===== config.mk =====
export PLATFORM = sky130hd
export DESIGN_NAME = wrt_ctrl
export DESIGN_NICKNAME = d
export VERILOG_FILES = /design/src/hdl/wrt_pkg.sv /design/src/hdl/wrt_ctrl.sv
export SDC_FILE = /design/constraint.sdc
export NUM_CORES = 1
export LEC_CHECK = 0
export BUFFER_PORTS_ARGS = -buffer_cell sky130_fd_sc_hd__buf_2
export CORE_AREA = 2 2 39 41
export CTS_BUF_LIST = sky130_fd_sc_hd__clkbuf_4 sky130_fd_sc_hd__clkbuf_8 sky130_fd_sc_hd__clkbuf_16
export DETAILED_ROUTE_END_ITERATION = 10
export DIE_AREA = 0 0 41 43
export GPL_TIMING_DRIVEN = 0
export PLACE_DENSITY = 0.46
export SLEW_MARGIN = 20
export SYNTH_ARGS = -nofsm -noshare
export SYNTH_HDL_FRONTEND = slang
export SYNTH_SLANG_ARGS = --single-unit

===== constraint.sdc =====
create_clock -name clock -period 1.9 [get_ports clock]
set_input_delay 0.285 -clock clock [delete_from_list [all_inputs] [get_ports clock]]
set_output_delay 0.285 -clock clock [all_outputs]
set_load 0.05 [all_outputs]

===== src/hdl/wrt_pkg.sv =====
// ----------------------------------------------------------------------------
// wrt_pkg: shared types and constants for the worker reputation table
// Field widths, mode codes, register indexes and controller command types.
// ----------------------------------------------------------------------------
package wrt_pkg;

   localparam int MODE_W     = 3;
   localparam int SEV_W      = 12;
   localparam int CRED_W     = 32;
   localparam int THR_W      = 17;
   localparam int COOL_W     = 32;
   localparam int CSR_IDX_W  = 3;
   localparam int CSR_DATA_W = 32;

   localparam int DEF_NUM_WORKERS = 64;
   localparam int DEF_TIME_BITS   = 48;

   localparam logic [MODE_W-1:0] MODE_ACCEPT   = 3'd0;
   localparam logic [MODE_W-1:0] MODE_REJECT   = 3'd1;
   localparam logic [MODE_W-1:0] MODE_MAYBE_BL = 3'd2;
   localparam logic [MODE_W-1:0] MODE_IS_BL    = 3'd3;

   localparam logic [CSR_IDX_W-1:0] REG_PRIOR_ALPHA = 3'd0;
   localparam logic [CSR_IDX_W-1:0] REG_PRIOR_BETA  = 3'd1;
   localparam logic [CSR_IDX_W-1:0] REG_TRUSTED     = 3'd2;
   localparam logic [CSR_IDX_W-1:0] REG_BLACKLIST   = 3'd3;
   localparam logic [CSR_IDX_W-1:0] REG_MAX_PENALTY = 3'd4;
   localparam logic [CSR_IDX_W-1:0] REG_COOLDOWN    = 3'd5;

   localparam logic [CRED_W-1:0] ONE_Q8 = 32'd256;

   typedef struct packed {
      logic load;     // capture request, issue memory read
      logic exec;     // read data valid: compute products
      logic commit;   // write back and load result register
   } wrt_cmd_type;

   typedef struct packed {
      logic in_range;
   } wrt_status_type;

endpackage


===== src/hdl/wrt_ctrl.sv =====
// ----------------------------------------------------------------------------
// wrt_ctrl: request sequencer
// Walks each transaction through read, compute, write back and response.
// ----------------------------------------------------------------------------
module wrt_ctrl (
   input  logic                    clock,
   input  logic                    reset,
   input  logic                    req_valid,
   output logic                    req_ready,
   output logic                    rsp_valid,
   input  logic                    rsp_ready,
   input  wrt_pkg::wrt_status_type status,
   output wrt_pkg::wrt_cmd_type    cmd
);
   import wrt_pkg::*;

   typedef enum logic [4:0] {
      S_IDLE = 5'b00001,
      S_READ = 5'b00010,
      S_EXEC = 5'b00100,
      S_WB   = 5'b01000,
      S_RSP  = 5'b10000
   } state_type;

   state_type state_ff, state_in;

   assign req_ready  = (state_ff == S_IDLE);
   assign rsp_valid  = (state_ff == S_RSP);
   assign cmd.load   = req_valid && req_ready;
   // RAM read data lands in the cycle after the address is captured
   assign cmd.exec   = (state_ff == S_EXEC);
   assign cmd.commit = (state_ff == S_WB);

   always_comb begin
      state_in = state_ff;
      unique case (state_ff)
         S_IDLE: if (req_valid) state_in = S_READ;
         S_READ: state_in = S_EXEC;
         S_EXEC: state_in = S_WB;
         S_WB:   state_in = S_RSP;
         S_RSP:  if (rsp_ready) state_in = S_IDLE;
         default: state_in = S_IDLE;
      endcase
   end

   always_ff @(posedge clock) begin
      if (reset) state_ff <= S_IDLE;
      else state_ff <= state_in;
   end

   logic unused_ok;
   assign unused_ok = status.in_range;
endmodule


==> flow_summary.json, run 1 <==
{
  "clk_pin_slew_ns": 0.04,
  "outcome": "completed",
  "largest_reg_flops": 5,
  "synthCells": 32,
  "crit_path_max_incr_delay_ns": 0.35,
  "coreArea_um2": 1380,
  "pin_count": 10,
  "ys_types": 19,
  "dieArea_um2": 1760,
  "cts_sinks": 5,
  "min_path_type": "in2reg",
  "cts_root_buf": "clkbuf_4",
  "post_cts_resized": 0,
  "layout_min_cycle_time_ns": 1.72,
  "gp_congestion": 0.647,
  "p_leak_nw": 0.162,
  "tightest_slew_ns": 0.248,
  "grt_antenna_before_repair": 0,
  "cts_hold_buf": 0,
  "path_cells": "nor3_2 -> and3b_1 -> and2_1 -> buf_2",
  "numCtsBuffers": 3,
  "layout-drive-gt1-share_pct": 40.9,
  "ys_seq_elements": 5,
  "initial_core_util_pct": 20.6,
  "final_max_slew_viol_count": 0,
  "cp_slowest_cell": "dfxtp_1",
  "power_density_nw_per_um2": 875,
  "critical_path_peak_fanout": 6,
  "syn_avg_cell_area_um2": 8.91,
  "dieWidth_um": 41,
  "synth_warnings": 0,
  "synth_area_um2": 285,
  "layout.nets": 50,
  "overflow": 0,
  "seq_area_um2": 100,
  "rsz0062_at_grt": "false",
  "vias": 264,
  "grt_pass1_vias": 231,
  "crit_required_ns": 1.62,
  "cap_violations": 0,
  "dp_hpwl_um": 444,
  "criticalPathCategory": "reg2out",
  "fp-row-count": 14,
  "vias_per_cell": 4.40,
  "grt_pass1_wl_um": 924,
  "num_antenna_cells": 0,
  "htreeDepth": 1,
  "fin_setup_tns_ns": 0,
  "fmax_ghz": 0.583,
  "grt_max_degree": 8,
  "setup_viol": 0,
  "die_h_um": 43,
  "finalHoldViolCount": 0,
  "port_buffers": 8,
  "critPathLaunchType": "flip-flop",
  "largestRegisters": "state_ff (5)",
  "drc": 0,
  "seq_area_frac_synth_pct": 35.1,
  "cp_data_arrival_time_ns": 1.43,
  "cts_tree": "yes",
  "ant_nets": 0,
  "area_growth_pct": 33.3,
  "finalCritPeriodShare_pct": 90.3,
  "clock_latency_ns": 0.24,
  "place_worst_setup_slack_ns": 0.437,
  "fin_ws_ns": 0.184,
  "relSlewSlack_pct": 83.6,
  "wirelength_um": 579,
  "grt.total_usage_pct": 8.42,
  "ir_drop_mv": 0.258,
  "end_kind": "primary output",
  "synth_nets": 37,
  "largest_register": "state_ff",
  "firstDrtPassIters": 4,
  "wl_per_cell_um": 9.65,
  "clockBufferDepth": 2,
  "multi_input_area_um2": 179,
  "drt-initial-drc-count": 4,
  "fin_util_pct": 27.5,
  "finalClockSkew_ns": 0.00220,
  "postCtsSetupRepairBufs": 0,
  "nFillCells": 150
}
[metrics by stage]
| step | power [mW] | hold WS [ns] | cell area, um^2 | instances |
|---|---|---|---|---|
| 2_1_floorplan | 0.182 | 0.355 | 290 | 32 |
| 3_3_place_gp | 0.200 | 0.507 | 350 | 56 |
| 3_5_place_dp | 0.201 | 0.504 | 350 | 56 |
| 4_1_cts | 0.342 | 0.244 | 380 | 60 |
| 5_1_grt | 0.355 | 0.259 | 380 | 60 |
| 6_report | 0.333 | 0.251 | 380 | 60 |
[worst max-delay path, delay by kind of cell, from the launching register on]
family,cells,cell delay (ns)
AND/OR/NAND/NOR,3,0.58
flip-flops,1,0.35
buffers and inverters,1,0.25
[area by class of cell]
cell class                 count  share of cell area, %
multi-input combinational     25                   47.0
sequential                     5                   26.3
timing repair buffer           8                   10.5
clock buffer                   4                   7.89
tap                           16                   5.26
buffer                         1                   1.97
inverter                       1                  0.987
[per-layer routing]
metal | vias to the layer above | part of all wire [%] | track usage, %
li1 | 139 | - | -
met1 | 117 | 47 | 10.5
met2 | 6 | 48 | 9.38
met3 | 2 | 2.4 | 1.57
met4 | 0 | 2.1 | 12.0
met5 | - | 0 | 0
[path summary, 6_finish.rpt]
| check | cells past startpoint | startpoint | to | slack (ns) |
|---|---|---|---|---|
| hold / removal | 2 | reset | state_ff[3]$_SDFFE_PP0P_ | 0.25 |
| setup reg to reg | 3 | state_ff[3]$_SDFFE_PP0P_ | state_ff[0]$_SDFFE_PP1P_ | 0.76 |
| setup / recovery | 4 | state_ff[2]$_SDFFE_PP0P_ | cmd[2] | 0.18 |
| hold reg to reg | 1 | state_ff[1]$_SDFFE_PP0P_ | state_ff[2]$_SDFFE_PP0P_ | 0.57 |
[cell usage after synthesis (all sizes together)]
cell type  n  share of area, %
a21oi      3               5.3
buf        1               2.6
and3b      2               6.1
nand2b     1               2.2
or3        1               3.9
nor2       4               5.3
inv        1               1.3
o21ai      2               3.5
o211a      1               3.5
xor2       1               3.1
and4bb     1               4.4
nor3b      2               5.3
and3       2               4.4
and2       1               2.2
or3b       1               3.1
nor3       3               8.8
dfxtp      5                35
[cells by family (layout without fill, tap and decap cells)]
logic type,after synthesis,after routing,synth area share [%]
AO/OA/AOI/OAI,6,6,12.3
buffers and inverters,2,14,3.95
XOR/XNOR,1,1,3.07
AND/OR/NAND/NOR,18,18,45.6
flip-flops,5,5,35.1
[layout by cell type, fill, tap and decap left out]
cell / netlist / final
buf_2: 0 / 8
dfxtp_1: 5 / 5
nor2_1: 4 / 4
clkbuf_4: 0 / 4
nor3_2: 2 / 3
a21oi_1: 3 / 3
and3_1: 2 / 2
and3b_1: 2 / 2
nor3b_1: 2 / 2
or3_4: 1 / 1
nand2b_1: 1 / 1
inv_1: 1 / 1
and2_1: 1 / 1
xor2_1: 1 / 1
o21ai_0: 1 / 1
o211a_1: 1 / 1
or3b_1: 1 / 1
o21ai_1: 1 / 1
and4bb_2: 1 / 1
buf_4: 1 / 1
[where the power goes]
part           internal, mW  switching (mW)  total, mW
logic                0.0285          0.0483     0.0768
clock network        0.0934          0.0407      0.134
registers             0.111          0.0104      0.122
(Power assumes the default switching activity.)
==> run 2: changes to the inputs <==
PLACE_DENSITY = not set   (was 0.46)
==> run 2 against run 1 <==
  * Combinational power increased by 2%
  * Clock power about the same
  * Worst hold slack improved by 0.0070 ns
  * Wire length increased by 1.4%
  * Sequential cell count unchanged
  * Non-clock buffer count unchanged
  * Sequential power about the same
  * Register-to-register slack about the same
  * Global-route usage decreased by 0.48 points
  * Clock skew decreased by 0.0020 ns
==> flow_summary.json, run 2 (synthesis gave the netlist of run 1 again) <==
{
  "worst-path-buf-inv": 1,
  "wirelength_um": 587,
  "ir_drop_mv": 0.298,
  "power_density_nw_per_um2": 885,
  "fmax_ghz": 0.581,
  "coreArea_um2": 1380,
  "dp_hpwl_um": 454,
  "postCtsSetupRepairBufs": 0,
  "die_h_um": 43,
  "htreeDepth": 1,
  "grt_max_degree": 8,
  "setup_viol": 0,
  "grtUsageMet1_pct": 9.35,
  "initial_core_util_pct": 20.6,
  "grt_antenna_before_repair": 0,
  "timing.hold.ws_ns": 0.258,
  "vias": 267,
  "hold_path.startpoint": "reset",
  "crit_required_ns": 1.62,
  "cp_data_arrival_time_ns": 1.44,
  "critical_path.reg2reg.startpoint": "state_ff[0]$_SDFFE_PP1P_",
  "power_uw": 337,
  "area_growth_pct": 33.3,
  "clockBufferDepth": 2,
  "finish.instance_area_um2": 380,
  "critPathLaunchType": "flip-flop",
  "num_antenna_cells": 0,
  "post_cts_resized": 0,
  "cts_root_buf": "clkbuf_4",
  "relSlewSlack_pct": 84.1,
  "use_met3_pct": 3.14,
  "overflow": 0,
  "ant_nets": 0,
  "rsz0062_at_grt": "false",
  "cts_sinks": 5,
  "grt_pass1_vias": 230,
  "cts_tree": "yes",
  "drc": 0,
  "wl_per_cell_um": 9.78,
  "largest_reg_flops": 5,
  "r2r_setup_slack_ns": 0.77,
  "finalCritPeriodShare_pct": 90.5,
  "dieArea_um2": 1760,
  "end_kind": "primary output",
  "grt_pass1_wl_um": 903,
  "tightest_slew_ns": 0.238,
  "largest_register": "state_ff",
  "fin_util_pct": 27.5,
  "cts_hold_buf": 0,
  "crit_path_max_incr_delay_ns": 0.35,
  "final_max_slew_viol_count": 0,
  "finalHoldViolCount": 0,
  "criticalPathCategory": "reg2out",
  "port_buffers": 8,
  "cp_top_family": "simple AND/OR/NAND/NOR gates",
  "largestRegisters": "state_ff (5)",
  "pin_count": 10,
  "vias_per_cell": 4.45,
  "grt.met2_usage_pct": 10.0,
  "finalClockSkew_ns": 0.000251,
  "cp_slowest_cell": "dfxtp_1",
  "gp_congestion": 0.685,
  "mostFrequentLayoutCells": "buf_2, dfxtp_1, nor2_1, clkbuf_4",
  "layout.nets": 50,
  "critical_path_peak_fanout": 6,
  "dieWidth_um": 41,
  "clock_latency_ns": 0.24,
  "final_common_cell": "buf_2",
  "crit_start": "state_ff[2]$_SDFFE_PP0P_",
  "nFillCells": 152,
  "layout-drive-gt1-share_pct": 40.9,
  "layout_min_cycle_time_ns": 1.72,
  "clk_pin_slew_ns": 0.04,
  "reg2reg_to": "state_ff[4]$_SDFFE_PP0P_",
  "min_to": "state_ff[3]$_SDFFE_PP0P_",
  "fin_setup_tns_ns": 0,
  "fp-row-count": 14,
  "placed_cell_area_um2": 350,
  "min_path_type": "in2reg",
  "cap_violations": 0,
  "path_cells": "nor3_2 -> and3b_1 -> and2_1 -> buf_2",
  "numCtsBuffers": 3,
  "p_leak_nw": 0.162,
  "grt.total_usage_pct": 7.94,
  "worst_r2r_path_depth": 3,
  "firstDrtPassIters": 2,
  "busiest_layer": "met2",
  "drt-initial-drc-count": 3,
  "holdPathStages": 2,
  "outcome": "completed"
}
## run 2: cell counts in the layout (fill, tap and decap cells not counted)
Identical to the previous run, type by type.
## run 2: routing by layer
| metal | part of all wire, % | routed length, um |
|---|---|---|
| met2 | 47 | 278 |
| met1 | 43 | 250 |
| met5 | 0 | 0 |
| met3 | 6.5 | 38 |
| met4 | 3.2 | 19 |
## run 2: worst max-delay path by stage
| stage | to | slack (ns) | cells after the start |
|---|---|---|---|
| 2_1_floorplan | cmd[2] | 0.06 | 3 |
| 3_3_place_gp | rsp_valid | 0.44 | 3 |
| 3_5_place_dp | cmd[2] | 0.45 | 4 |
| 4_1_cts | cmd[2] | 0.17 | 4 |
| 5_1_grt | cmd[2] | 0.09 | 4 |
| 6_report | cmd[2] | 0.18 | 4 |
## run 2: worst register-to-register path, stage by stage, from the launching register on
cell      delay [ns]
dfxtp_1         0.44
nor3b_1         0.24
a21oi_1         0.12
and4bb_2        0.23
## run 2: layout make-up
cell class	count	area (um^2)	share of cell area, %
multi-input cells	25	179	47.0
clock buffers	4	30.0	7.89
flip-flops and latches	5	100	26.3
plain buffers	1	7.51	1.97
repair buffers	8	40.0	10.5
inverters	1	3.75	0.987
well taps	16	20.0	5.26
## run 2: report_power, final
part           switching, mW  internal (mW)  total (mW)
clock                 0.0423         0.0936       0.136
combinational         0.0501         0.0285      0.0786
sequential            0.0107          0.111       0.122
total                  0.103          0.233       0.337
## run 2: metrics by stage
step / worst slack (ns) / std cells
after floorplan: 0.0609 / 32
after global placement: 0.436 / 56
after detailed placement: 0.449 / 56
after CTS: 0.171 / 60
after global routing: 0.0922 / 60
final: 0.180 / 60
